### config.mk
export PLATFORM = sky130hd
export DESIGN_NAME = byte_swap_and_bcd_converter_top
export DESIGN_NICKNAME = d
export VERILOG_FILES = /design/src/rtl/core/bsbcd_pkg.sv /design/src/rtl/core/bsbcd_alu.sv /design/src/rtl/core/byte_swap_and_bcd_converter_top.sv
export VERILOG_INCLUDE_DIRS = /design/src /design/src/rtl/core
export SDC_FILE = /design/constraint.sdc
export NUM_CORES = 1
export LEC_CHECK = 0
export BUFFER_PORTS_ARGS = -buffer_cell sky130_fd_sc_hd__buf_2
export CAP_MARGIN = 20
export CORE_ASPECT_RATIO = 1.1
export CORE_MARGIN = 8
export CORE_UTILIZATION = 40
export DETAILED_ROUTE_END_ITERATION = 7
export SYNTH_ARGS = -nofsm -noshare
export SYNTH_HDL_FRONTEND = slang
export SYNTH_SLANG_ARGS = --single-unit
### constraint.sdc
create_clock -name clk -period 7.1 [get_ports clk]
set_clock_uncertainty 0.15 [all_clocks]
set_input_delay 0.355 -clock clk [delete_from_list [all_inputs] [get_ports clk]]
set_output_delay 0.355 -clock clk [all_outputs]
set_load 0.01 [all_outputs]
### src/rtl/core/byte_swap_and_bcd_converter_top_assert.svh
// Assertion macros for the byte swap and BCD converter.
// Expects clk and rst_n in the scope that uses them.
`ifndef BYTE_SWAP_AND_BCD_CONVERTER_TOP_ASSERT_SVH
`define BYTE_SWAP_AND_BCD_CONVERTER_TOP_ASSERT_SVH

// same-cycle implication
`define BSBCD_ASSERT_NOW(lbl, ante, cons, msg) \
  lbl: assert property (@(posedge clk) disable iff (!rst_n) (ante) |-> (cons)) \
    else $error(msg);

// next-cycle implication
`define BSBCD_ASSERT_NEXT(lbl, ante, cons, msg) \
  lbl: assert property (@(posedge clk) disable iff (!rst_n) (ante) |=> (cons)) \
    else $error(msg);

`endif

### src/rtl/core/bsbcd_pkg.sv
// Shared types, mode codes and word helpers for the byte swap / BCD converter.
// No dependencies.
package bsbcd_pkg;

  localparam int unsigned DATA_W   = 64;
  localparam int unsigned MODE_W   = 3;
  localparam int unsigned PAIRS    = 8;   // digit pairs in a word
  localparam int unsigned NIB_STEP = 4;   // binary bits consumed per dabble step
  localparam int unsigned DABBLE_STEPS = 14; // 56 bits cover any value below 10^16
  localparam int unsigned CNT_W    = 4;

  localparam logic [DATA_W-1:0] BCD_LIMIT = 64'd10000000000000000;

  localparam logic [MODE_W-1:0] MODE_SWAP16   = 3'd0;
  localparam logic [MODE_W-1:0] MODE_SWAP32   = 3'd1;
  localparam logic [MODE_W-1:0] MODE_SWAP64   = 3'd2;
  localparam logic [MODE_W-1:0] MODE_TO_BCD   = 3'd3;
  localparam logic [MODE_W-1:0] MODE_FROM_BCD = 3'd4;
  localparam logic [MODE_W-1:0] MODE_TO_REV   = 3'd5;
  localparam logic [MODE_W-1:0] MODE_FROM_REV = 3'd6;

  typedef enum logic {
    ALU_HORNER,   // acc * 100 + digit pair
    ALU_DABBLE    // four shift-and-adjust steps
  } alu_op_t;

  typedef struct packed {
    alu_op_t         op;
    logic [7:0]      pair;  // packed BCD byte for the Horner step
    logic [3:0]      bits;  // next binary bits, msb first, for dabble
  } alu_ctl_t;

  function automatic logic [DATA_W-1:0] swap16(input logic [DATA_W-1:0] v);
    swap16 = ((v >> 8) & 64'h00ff00ff00ff00ff) | ((v << 8) & 64'hff00ff00ff00ff00);
  endfunction

  function automatic logic [DATA_W-1:0] swap32(input logic [DATA_W-1:0] v);
    swap32 = {v[39:32], v[47:40], v[55:48], v[63:56],
              v[7:0],   v[15:8],  v[23:16], v[31:24]};
  endfunction

  function automatic logic [DATA_W-1:0] swap64(input logic [DATA_W-1:0] v);
    swap64 = {v[7:0],   v[15:8],  v[23:16], v[31:24],
              v[39:32], v[47:40], v[55:48], v[63:56]};
  endfunction

  // Reversed layout: reverse the used bytes, lowest pair ends up highest.
  function automatic logic [DATA_W-1:0] bcd_reverse(input logic [DATA_W-1:0] d);
    logic [2:0] top;
    logic [2:0] gap;
    top = 3'd0;
    for (int i = 0; i < PAIRS; i++) begin
      if (d[8*i +: 8] != 8'h00) top = 3'(i);
    end
    gap = 3'd7 - top;
    bcd_reverse = swap64(d) >> {gap, 3'b000};
  endfunction

endpackage

### src/rtl/core/bsbcd_alu.sv
// Shared arithmetic unit: Horner step (x100 + pair) or a 4-bit double-dabble step.
// Depends on bsbcd_pkg.
module bsbcd_alu (
  input  bsbcd_pkg::alu_ctl_t          ctl_i,
  input  logic [bsbcd_pkg::DATA_W-1:0] acc_i,
  output logic [bsbcd_pkg::DATA_W-1:0] acc_o
);
  import bsbcd_pkg::*;

  logic [DATA_W-1:0] horner;
  logic [DATA_W-1:0] dabble;
  logic [7:0]        pair_bin;

  // nibbles above nine are weighted as they stand
  assign pair_bin = 8'({4'd0, ctl_i.pair[3:0]}) + {1'b0, ctl_i.pair[7:4], 3'b000}
                  + {3'b000, ctl_i.pair[7:4], 1'b0};

  assign horner = (acc_i << 6) + (acc_i << 5) + (acc_i << 2) + DATA_W'(pair_bin);

  always_comb begin
    logic [DATA_W-1:0] d;
    d = acc_i;
    for (int k = 0; k < NIB_STEP; k++) begin
      for (int j = 0; j < DATA_W / 4; j++) begin
        if (d[4*j +: 4] >= 4'd5) d[4*j +: 4] = d[4*j +: 4] + 4'd3;
      end
      d = {d[DATA_W-2:0], ctl_i.bits[NIB_STEP-1-k]};
    end
    dabble = d;
  end

  always_comb begin
    unique case (ctl_i.op)
      ALU_HORNER: acc_o = horner;
      ALU_DABBLE: acc_o = dabble;
    endcase
  end

endmodule

### src/rtl/core/byte_swap_and_bcd_converter_top.sv
// Top level: request handshake, sequencer and output register around bsbcd_alu.
// Depends on bsbcd_pkg, bsbcd_alu and byte_swap_and_bcd_converter_top_assert.svh.
//
//  channel | ports              | carries
//  --------+--------------------+-------------------------------------------
//  in      | in_tvalid/in_tready| tuser = mode, tdata = value
//  out     | out_tvalid/tready  | tdata = result, tuser = status
//
// From request to result: swaps, mode 7 and to-BCD overflow go straight to the finish state;
// from-BCD runs eight Horner steps, an end check and the load; reversed from-BCD one Horner
// step per byte up to the highest nonzero one; to-BCD 14 dabble steps of 4 bits, then layout.
// in_tready is high only while the sequencer is idle.
// A finished result waits in the sequencer until the output register is free.
// Reset (rst_n low, synchronous) empties the output register and idles the block.
module byte_swap_and_bcd_converter_top (
  input  logic                          clk,
  input  logic                          rst_n,
  input  logic                          in_tvalid,
  output logic                          in_tready,
  input  logic [bsbcd_pkg::DATA_W-1:0]  in_tdata,   // [63:0] value
  input  logic [bsbcd_pkg::MODE_W-1:0]  in_tuser,   // [2:0] mode
  output logic                          out_tvalid,
  input  logic                          out_tready,
  output logic [bsbcd_pkg::DATA_W-1:0]  out_tdata,  // [63:0] result
  output logic [0:0]                    out_tuser   // [0] status
);
  import bsbcd_pkg::*;

  typedef enum logic [1:0] {
    ST_IDLE,
    ST_DABBLE,
    ST_HORNER,
    ST_FINISH
  } state_t;

  state_t            state_r, state_nxt;
  logic [CNT_W-1:0]  cnt_r, cnt_nxt;
  logic [DATA_W-1:0] acc_r, acc_nxt;
  logic [DATA_W-1:0] src_r, src_nxt;
  logic              rev_r, rev_nxt;
  logic              hi_first_r, hi_first_nxt;
  logic              stat_r, stat_nxt;
  logic              out_valid_r, out_valid_nxt;
  logic [DATA_W-1:0] out_data_r, out_data_nxt;
  logic              out_stat_r, out_stat_nxt;

  alu_ctl_t          alu_ctl;
  logic [DATA_W-1:0] alu_out;

  assign alu_ctl.op   = (state_r == ST_DABBLE) ? ALU_DABBLE : ALU_HORNER;
  assign alu_ctl.pair = hi_first_r ? src_r[DATA_W-1 -: 8] : src_r[7:0];
  assign alu_ctl.bits = src_r[DATA_W-1 -: NIB_STEP];

  bsbcd_alu u_alu (
    .ctl_i (alu_ctl),
    .acc_i (acc_r),
    .acc_o (alu_out)
  );

  assign in_tready  = (state_r == ST_IDLE);
  assign out_tvalid = out_valid_r;
  assign out_tdata  = out_data_r;
  assign out_tuser  = out_stat_r;

  always_comb begin
    state_nxt     = state_r;
    cnt_nxt       = cnt_r;
    acc_nxt       = acc_r;
    src_nxt       = src_r;
    rev_nxt       = rev_r;
    hi_first_nxt  = hi_first_r;
    stat_nxt      = stat_r;
    out_valid_nxt = out_valid_r && !out_tready;
    out_data_nxt  = out_data_r;
    out_stat_nxt  = out_stat_r;

    unique case (state_r)
      ST_IDLE: begin
        if (in_tvalid) begin
          stat_nxt  = 1'b0;
          rev_nxt   = 1'b0;
          state_nxt = ST_FINISH;
          unique case (in_tuser)
            MODE_SWAP16: acc_nxt = swap16(in_tdata);
            MODE_SWAP32: acc_nxt = swap32(in_tdata);
            MODE_SWAP64: acc_nxt = swap64(in_tdata);
            MODE_TO_BCD, MODE_TO_REV: begin
              acc_nxt = '0;
              if (in_tdata >= BCD_LIMIT) begin
                stat_nxt = 1'b1;
              end else begin
                src_nxt   = in_tdata << 8; // 56 significant bits, msb aligned
                cnt_nxt   = CNT_W'(DABBLE_STEPS);
                rev_nxt   = (in_tuser == MODE_TO_REV);
                state_nxt = ST_DABBLE;
              end
            end
            MODE_FROM_BCD: begin
              acc_nxt      = '0;
              src_nxt      = in_tdata;
              hi_first_nxt = 1'b1;
              cnt_nxt      = CNT_W'(PAIRS);
              state_nxt    = ST_HORNER;
            end
            MODE_FROM_REV: begin
              acc_nxt      = '0;
              src_nxt      = in_tdata;
              hi_first_nxt = 1'b0;
              state_nxt    = ST_HORNER;
            end
            default: acc_nxt = in_tdata;
          endcase
        end
      end
      ST_DABBLE: begin
        acc_nxt = alu_out;
        src_nxt = src_r << NIB_STEP;
        cnt_nxt = cnt_r - 1'b1;
        if (cnt_r == CNT_W'(1)) state_nxt = ST_FINISH;
      end
      ST_HORNER: begin
        // normal layout walks all pairs from the top; reversed stops at the last nonzero byte
        if (hi_first_r ? (cnt_r == '0) : (src_r == '0)) begin
          state_nxt = ST_FINISH;
        end else begin
          acc_nxt = alu_out;
          src_nxt = hi_first_r ? (src_r << 8) : (src_r >> 8);
          cnt_nxt = cnt_r - 1'b1;
        end
      end
      ST_FINISH: begin
        if (!out_valid_r || out_tready) begin
          out_valid_nxt = 1'b1;
          out_data_nxt  = rev_r ? bcd_reverse(acc_r) : acc_r;
          out_stat_nxt  = stat_r;
          state_nxt     = ST_IDLE;
        end
      end
    endcase
  end

  always_ff @(posedge clk) begin
    if (!rst_n) begin
      state_r     <= ST_IDLE;
      out_valid_r <= 1'b0;
      cnt_r       <= '0;
      rev_r       <= 1'b0;
      hi_first_r  <= 1'b0;
      stat_r      <= 1'b0;
    end else begin
      state_r     <= state_nxt;
      out_valid_r <= out_valid_nxt;
      cnt_r       <= cnt_nxt;
      rev_r       <= rev_nxt;
      hi_first_r  <= hi_first_nxt;
      stat_r      <= stat_nxt;
    end
    acc_r      <= acc_nxt;
    src_r      <= src_nxt;
    out_data_r <= out_data_nxt;
    out_stat_r <= out_stat_nxt;
  end

`include "byte_swap_and_bcd_converter_top_assert.svh"

  `BSBCD_ASSERT_NEXT(a_busy_after_req, in_tvalid && in_tready, !in_tready, "ready after request")
  `BSBCD_ASSERT_NOW(a_ovf_zero, out_tvalid && out_tuser[0], out_tdata == '0, "overflow not zero")
  `BSBCD_ASSERT_NOW(a_load_from_finish, $rose(out_tvalid), $past(state_r == ST_FINISH), "stray load")

endmodule

==> reports/qor.yml, run 1 <==
status: "finished, final reports clean"
worstPathCellList: "mux2i_1 > fa_1 > fa_1 > inv_1 > ha_1 > fa_1 > a21o_1 > a221oi_1 > a21oi_1 > o21ai_1 > a21oi_1 > o311ai_1 > o21ai_1 > a221oi_1 > mux2i_1 > o21ai_1"
use_met1: 0.333
seq_area_frac_synth: 0.220
drt_iter0_markers: 2769
r2r-end: "acc_r[63]$_DFFE_PP_"
fin_setup_tns_ps: 0
finalSetupViolCount: 0
grt_max_degree: 84
drtPass1Iterations: 6
synth.distinct_cells: 95
ys_ff_latch: 203
cp.arrival_ps: 6250
nets: 3612
vias_per_cell: 6.42
cts_max_level: 1
ys_warn_count: 0
die-area_sq_um: 76600
dieHeight_um: 290
slowest_stage: "dfxtp_2"
grt-ovfl-total: 0
fp.coreArea_sq_um: 67600
holdPathEnd: "src_r[6]$_DFFE_PP_"
busiest_layer: "met2"
synth_fa_ha_area_frac: 0.166
synth_top_cell_area_share: 0.213
yosys.area_share.simple: 0.122
critical_path_required_ps: 7260
rsz0062_at_grt: "false"
max-cap-violations: 0
r2r_start: "hi_first_r$_SDFFE_PN0P_"
grtUsageMet3: 0.0415
dpl.hpwl_um: 76600
grt_pass1_vias: 25000
async_flop_share: 0
final_antenna_net_count: 0
wire_per_inst_um: 25.0
ys_top_cells_by_area: "edfxtp_1, ha_1, mux2_2"
max-slew-margin-rel: 0.0918
drive_gt1_frac: 0.133
tritoncts: "built"
endpoint_kind: "flop"
syn_avg_cell_area_sq_um: 8.56
route.detailed.drc: 0
track_usage: 0.256
hold_start: "in_tdata[6]"
rows: 100
grt_use_met2: 0.406
synthMuxAreaShare: 0.0927
antenna_found_initial: 2
postRouteWirelength_um: 103000
areaGrowthSynthToFinish_pct: 8.89
place_congestion: 0.995
max_stage_delay_ps: 610
synth-compound-area-share: 0.302
initial_core_util: 0.403
critPathLaunchType: "flop"
synth_area_leader_cell: "edfxtp_1"
syn_nets: 3573
rr_worst_depth: 16
clock-sinks: 203
synth_edf_count: 193
path_clk_slew_ps: 60
hold_path.class: "in -> reg"
period_needed_ps: 6090
worstMarginPinSlew_ps: 1360
synth_cells: 3180
ctsRootBufferMaster: "clkbuf_16"
ios: 138
whs_path_depth: 3
die_width_um: 265
clk_latency_ps: 590
hold_viol_final: 0
finalCritPeriodShare: 0.858
syn_area_sq_um: 27200
drv_slew: 0
port_buffers: 137
r2r_setup_slack_ps: 1010
postCtsSetupRepairBufs: 0
hold_buffers: 2
synth_top_family_by_area: "compound AO/OA/AOI/OAI gates"
cts_buffers: 27
insertedDiodeCount: 0
clockBufferDepth: 3
worstSetupPathType: "reg -> reg"
ctsResizeCount: 0
synth_ff_type: "edfxtp_1"
crit_fanout: 17
fmax_mhz: 164
synth-xor-area-share: 0.0436
grt_pass1_wl_um: 154000
num_vias: 26400
[critical path, delay by kind of cell, from the launching register on]
kind	cells	cell delay, ps
buffers and inverters	1	50
muxes	2	700
AOI/OAI and AO/OA	9	2610
adders and majority gates	4	1680
DFF	1	610
[kinds of logic after synthesis]
kind of cell / Yosys count
xor gates and xnor gates: 133
buffers and inverters: 382
muxes: 234
DFF: 203
adders and majority gates: 322
AOI/OAI and AO/OA: 1206
and+or+nand+nor: 700
[through the flow]
| step | area, sq um | hold slack (ps) | instances | utilization | setup WS (ps) |
|---|---|---|---|---|---|
| global placement | 28800 | 279 | 4055 | 0.426 | 1160 |
| CTS | 29600 | 46.8 | 4107 | 0.439 | 1110 |
| global route | 29600 | 68.3 | 4107 | 0.439 | 746 |
| floorplan | 27200 | 259 | 3180 | - | 1700 |
| detailed placement | 28800 | 278 | 4055 | 0.426 | 1150 |
| finish | 29600 | 82.3 | 4107 | 0.439 | 1010 |
[Yosys cell counts, types with 15 or more instances]
master	instances
a211o_1	21
a211oi_1	45
a21o_1	56
a21oi_1	263
a221o_1	15
a221oi_1	101
a222oi_1	15
a22o_1	74
a22oi_1	42
a31oi_1	50
and2_1	19
buf_1	16
clkbuf_1	156
edfxtp_1	193
fa_1	64
ha_1	258
inv_1	198
mux2_2	121
mux2i_1	110
nand2_1	211
nand2b_1	34
nand3_1	40
nand4_1	31
nor2_1	202
nor2b_1	28
nor3_1	42
nor4_1	24
o211ai_1	36
o21a_1	28
o21ai_0	220
o21ai_1	23
o21bai_1	29
o22ai_1	49
xnor2_1	84
xor2_1	46
[area by class of cell]
class                   count  area, sq um
clock inverters            22          159
fillers                  6783        37900
repair buffers            190         1090
well taps                 867         1080
inverters                 202          758
flip-flops and latches    203         6000
multi-input cells        2595        19900
clock buffers              28          679
[worst max-delay path by stage]
| stage | from | endpoint | cells after the start |
|---|---|---|---|
| 5_1_grt | hi_first_r$_SDFFE_PN0P_ | acc_r[63]$_DFFE_PP_ | 16 |
| 3_3_place_gp | hi_first_r$_SDFFE_PN0P_ | acc_r[63]$_DFFE_PP_ | 16 |
| 2_1_floorplan | hi_first_r$_SDFFE_PN0P_ | acc_r[63]$_DFFE_PP_ | 18 |
| 6_report | hi_first_r$_SDFFE_PN0P_ | acc_r[63]$_DFFE_PP_ | 16 |
| 4_1_cts | hi_first_r$_SDFFE_PN0P_ | acc_r[63]$_DFFE_PP_ | 16 |
| 3_5_place_dp | hi_first_r$_SDFFE_PN0P_ | acc_r[63]$_DFFE_PP_ | 16 |
[layout by cell type (no fill, tap or decap), types with 51 or more instances in the layout]
master	count
buf_4	51
inv_1	198
buf_2	137
a21oi_1	262
nand2_1	211
a22o_1	74
mux2i_1	110
a221oi_1	101
a21o_1	56
fa_1	64
o21ai_0	220
edfxtp_1	193
nor2_1	198
mux2_2	121
xnor2_1	84
ha_1	256
[state kept, by name, indices dropped and copies added (netlist names)]
signal / cells
state_r: 2
out_tvalid: 1
cnt_r: 4
out_tdata: 64
rev_r: 1
out_tuser: 1
acc_r: 64
hi_first_r: 1
stat_r: 1
src_r: 64
[routing by layer]
metal  part of all wire  wire (um)
met4              0.061       6220
met3              0.082       8380
met1               0.42      42800
met2               0.44      45200
met5           0.000088          9
Power of run 1 is left out: the tool's default activity adds up to more than one toggle a clock period on the data nets, which glitch-free logic cannot reach.
==> run 2: changes to the inputs <==
- ABC_AREA: unset -> 1
==> run 2 against run 1 <==
The flow now finishes with violations (DRC). Synthesized cell count grew 22%. Synthesized area increased by 0.22%. Cell count rose by 18%. Critical path depth increased by 7. Design area rose by 0.76%. Flip-flop and latch count unchanged. Die area up 0.20%. Global-route usage up 2.0 points. Highest routed layer is now met4.
==> reports/qor.yml, run 2 <==
crit_fanout: 9  # -8
worstMarginPinSlew_ps: 1180  # -178 ps
status: "complete, but fails checks"
critical_path_required_ps: 7250  # about the same
hold_viol_final: 0  # unchanged
max-slew-margin-rel: 0.202  # +0.110
rr_worst_depth: 23  # +7
max-cap-violations: 0  # unchanged
ctsRootBufferMaster: "clkbuf_16"
violations: "DRC"
clock-sinks: 203  # unchanged
vias_per_cell: 5.94  # -7.4%
syn_avg_cell_area_sq_um: 7.05  # -18%
period_needed_ps: 5380  # -710 ps
worstPathCellList: "inv_1 > fa_1 > fa_1 > inv_1 > ha_1 > fa_1 > nand2_1 > nand2_1 > nand2_1 > nand2_1 > nand3_1 > nand2_1 > nand2_1 > nand2_1 > inv_1 > o21ai_1 > inv_1 > o21ai_1 > nand4_1 > nand3_1 > nand3b_1 > nand3_1 > nand2_1"
areaGrowthSynthToFinish_pct: 9.48
drtPass1Iterations: 8  # +2
synth_top_cell_area_share: 0.212  # -0.000459
grt_pass1_vias: 27100  # +8.5%
drt_iter0_markers: 3268  # +18%
fp.coreArea_sq_um: 67600  # unchanged
final_common_cell: "nand2_1"
endpoint_kind: "flop"
postRouteWirelength_um: 111000  # +7.9%
max_stage_delay_ps: 590  # -20 ps
track_usage: 0.276  # +0.0203
worst-path-buf-inv: 4  # +3
place_congestion: 1.02  # +2.2%
antenna_found_initial: 0  # -2
grt_pass1_wl_um: 166000  # +7.7%
whs_path_depth: 4  # +1
postCtsSetupRepairBufs: 0  # unchanged
critPathLaunchType: "flop"
tritoncts: "built"
r2r-end: "acc_r[53]$_DFFE_PP_"
ios: 138  # unchanged
r2r_setup_slack_ps: 1720  # +710 ps
num_vias: 28700  # +8.9%
multiInputGateArea_sq_um: 18800  # -5.5%
crit_cells: 23  # +7
worstSetupPathType: "reg -> reg"
drive_gt1_frac: 0.132  # -0.000898
rsz0062_at_grt: "false"
grt_max_degree: 76  # -9.5%
seq_area_frac_synth: 0.220  # -0.000475
hold_path.class: "in -> reg"
grt-ovfl-total: 0  # unchanged
fillCellCount: 6989  # +3.0%
die-area_sq_um: 76800  # +0.20%
hold_start: "in_tuser[0]"
clk_latency_ps: 580  # about the same
cts_max_level: 1  # unchanged
clockBufferDepth: 3  # unchanged
syn_nets: 4260  # +19%
r2r_start: "acc_r[1]$_DFFE_PP_"
regArea_sq_um: 6000  # about the same
synth_edf_count: 193  # unchanged
holdPathEnd: "hi_first_r$_SDFFE_PN0P_"
synth_ff_type: "edfxtp_1"
yosysMostFrequentCell: "nand2_1"
rows: 100  # unchanged
slowest_stage: "inv_1"
path_common_cell: "nand2_1"
wire_per_inst_um: 22.9  # -8.2%
dpl.hpwl_um: 87000  # +14%
cts_buffers: 27  # unchanged
port_buffers: 137  # unchanged
async_flop_share: 0  # unchanged
syn_area_sq_um: 27300  # +0.22%
final_cell_mix: "nand2_1, inv_1, o21ai_0"
fmax_mhz: 186  # +13%
initial_core_util: 0.404  # +0.000870
ys_ff_latch: 203  # unchanged
finalCritPeriodShare: 0.758  # -0.100
ys_top_cells_by_area: "edfxtp_1, nand2_1, ha_1"
fin_setup_tns_ps: 0  # unchanged
nets: 4335  # +20%
route.detailed.drc: 5  # +5
synth_area_leader_cell: "edfxtp_1"
dieHeight_um: 290  # +0.10%
synth.distinct_cells: 59  # -38%
cp.arrival_ps: 5530  # -720 ps
die_width_um: 265  # +0.10%
final_antenna_net_count: 0  # unchanged
ys_warn_count: 0  # unchanged
drv_slew: 0  # unchanged
synth_cells: 3867  # +22%
synthTopCellsByCount: "nand2_1, inv_1, o21ai_0"
finalSetupViolCount: 0  # unchanged
cpLargestDelayFamily: "simple AND/OR/NAND/NOR gates"
path_clk_slew_ps: 60  # about the same
-- run 2: timing repair --
| action | in CTS | in global routing |
|---|---|---|
| hold buffers | 7 | 0 |
| resized for setup | 0 | 0 |
| endpoints found under the hold margin | 8 | 0 |
-- run 2: worst max path at each step --
| stage | from | to | slack (ps) |
|---|---|---|---|
| floorplan | state_r[0]$_SDFFE_PN0P_ | src_r[0]$_DFFE_PP_ | 770 |
| detailed placement | acc_r[1]$_DFFE_PP_ | acc_r[45]$_DFFE_PP_ | 2030 |
| finish | acc_r[1]$_DFFE_PP_ | acc_r[53]$_DFFE_PP_ | 1720 |
| CTS | acc_r[1]$_DFFE_PP_ | acc_r[45]$_DFFE_PP_ | 2010 |
| global placement | acc_r[1]$_DFFE_PP_ | acc_r[51]$_DFFE_PP_ | 2040 |
| global route | acc_r[1]$_DFFE_PP_ | acc_r[53]$_DFFE_PP_ | 1520 |
-- run 2: worst reg2reg max path: stages (launching register included) --
cell      delay, ps
edfxtp_1        560
inv_1           600
fa_1            540
fa_1            460
inv_1            60
ha_1            180
fa_1            200
nand2_1          80
nand2_1          60
nand2_1          40
nand2_1         110
nand3_1          80
nand2_1         150
nand2_1          70
nand2_1         120
inv_1            50
o21ai_1         250
inv_1            70
o21ai_1         530
nand4_1         310
nand3_1         150
nand3b_1        100
nand3_1         110
nand2_1          90
-- run 2: per-layer routing --
| layer | vias up | global-route usage | wire length [um] |
|---|---|---|---|
| li1 | 13500 | - | - |
| met3 | 349 | 0.0510 | 10100 |
| met1 | 13300 | 0.356 | 45100 |
| met2 | 1471 | 0.437 | 48300 |
| met5 | - | 0 | 0 |
| met4 | 0 | 0.141 | 7120 |
-- run 2: cells by family after synthesis --
| family | Yosys count | synth area share |
|---|---|---|
| DFF | 203 | 0.220 |
| muxes | 10 | 0.00372 |
| adders and majority gates | 322 | 0.165 |
| AOI/OAI and AO/OA | 908 | 0.211 |
| buffers and inverters | 683 | 0.0948 |
| xor gates and xnor gates | 24 | 0.00798 |
| and+or+nand+nor | 1717 | 0.297 |
-- run 2: final cells by class --
cell class	instances	area share
inverters	543	0.0683
clock buffers	33	0.0234
well taps	867	0.0363
clock inverters	14	0.00641
repair buffers	186	0.0357
multi-input cells	2981	0.629
flip-flops and latches	203	0.201
diodes	2	0.000168
-- run 2: per-stage QoR --
step	instance area, sq um	instances	util	setup WS, ps	hold WS (ps)
after floorplan	27300	3867	-	772	253
after global placement	28900	4771	0.428	2040	267
after detailed placement	28900	4772	0.428	2030	265
after CTS	29800	4826	0.442	2010	13.7
after global routing	29900	4827	0.442	1520	40.2
final	29900	4829	0.442	1720	33.0
Power of run 2 is left out for the same reason.
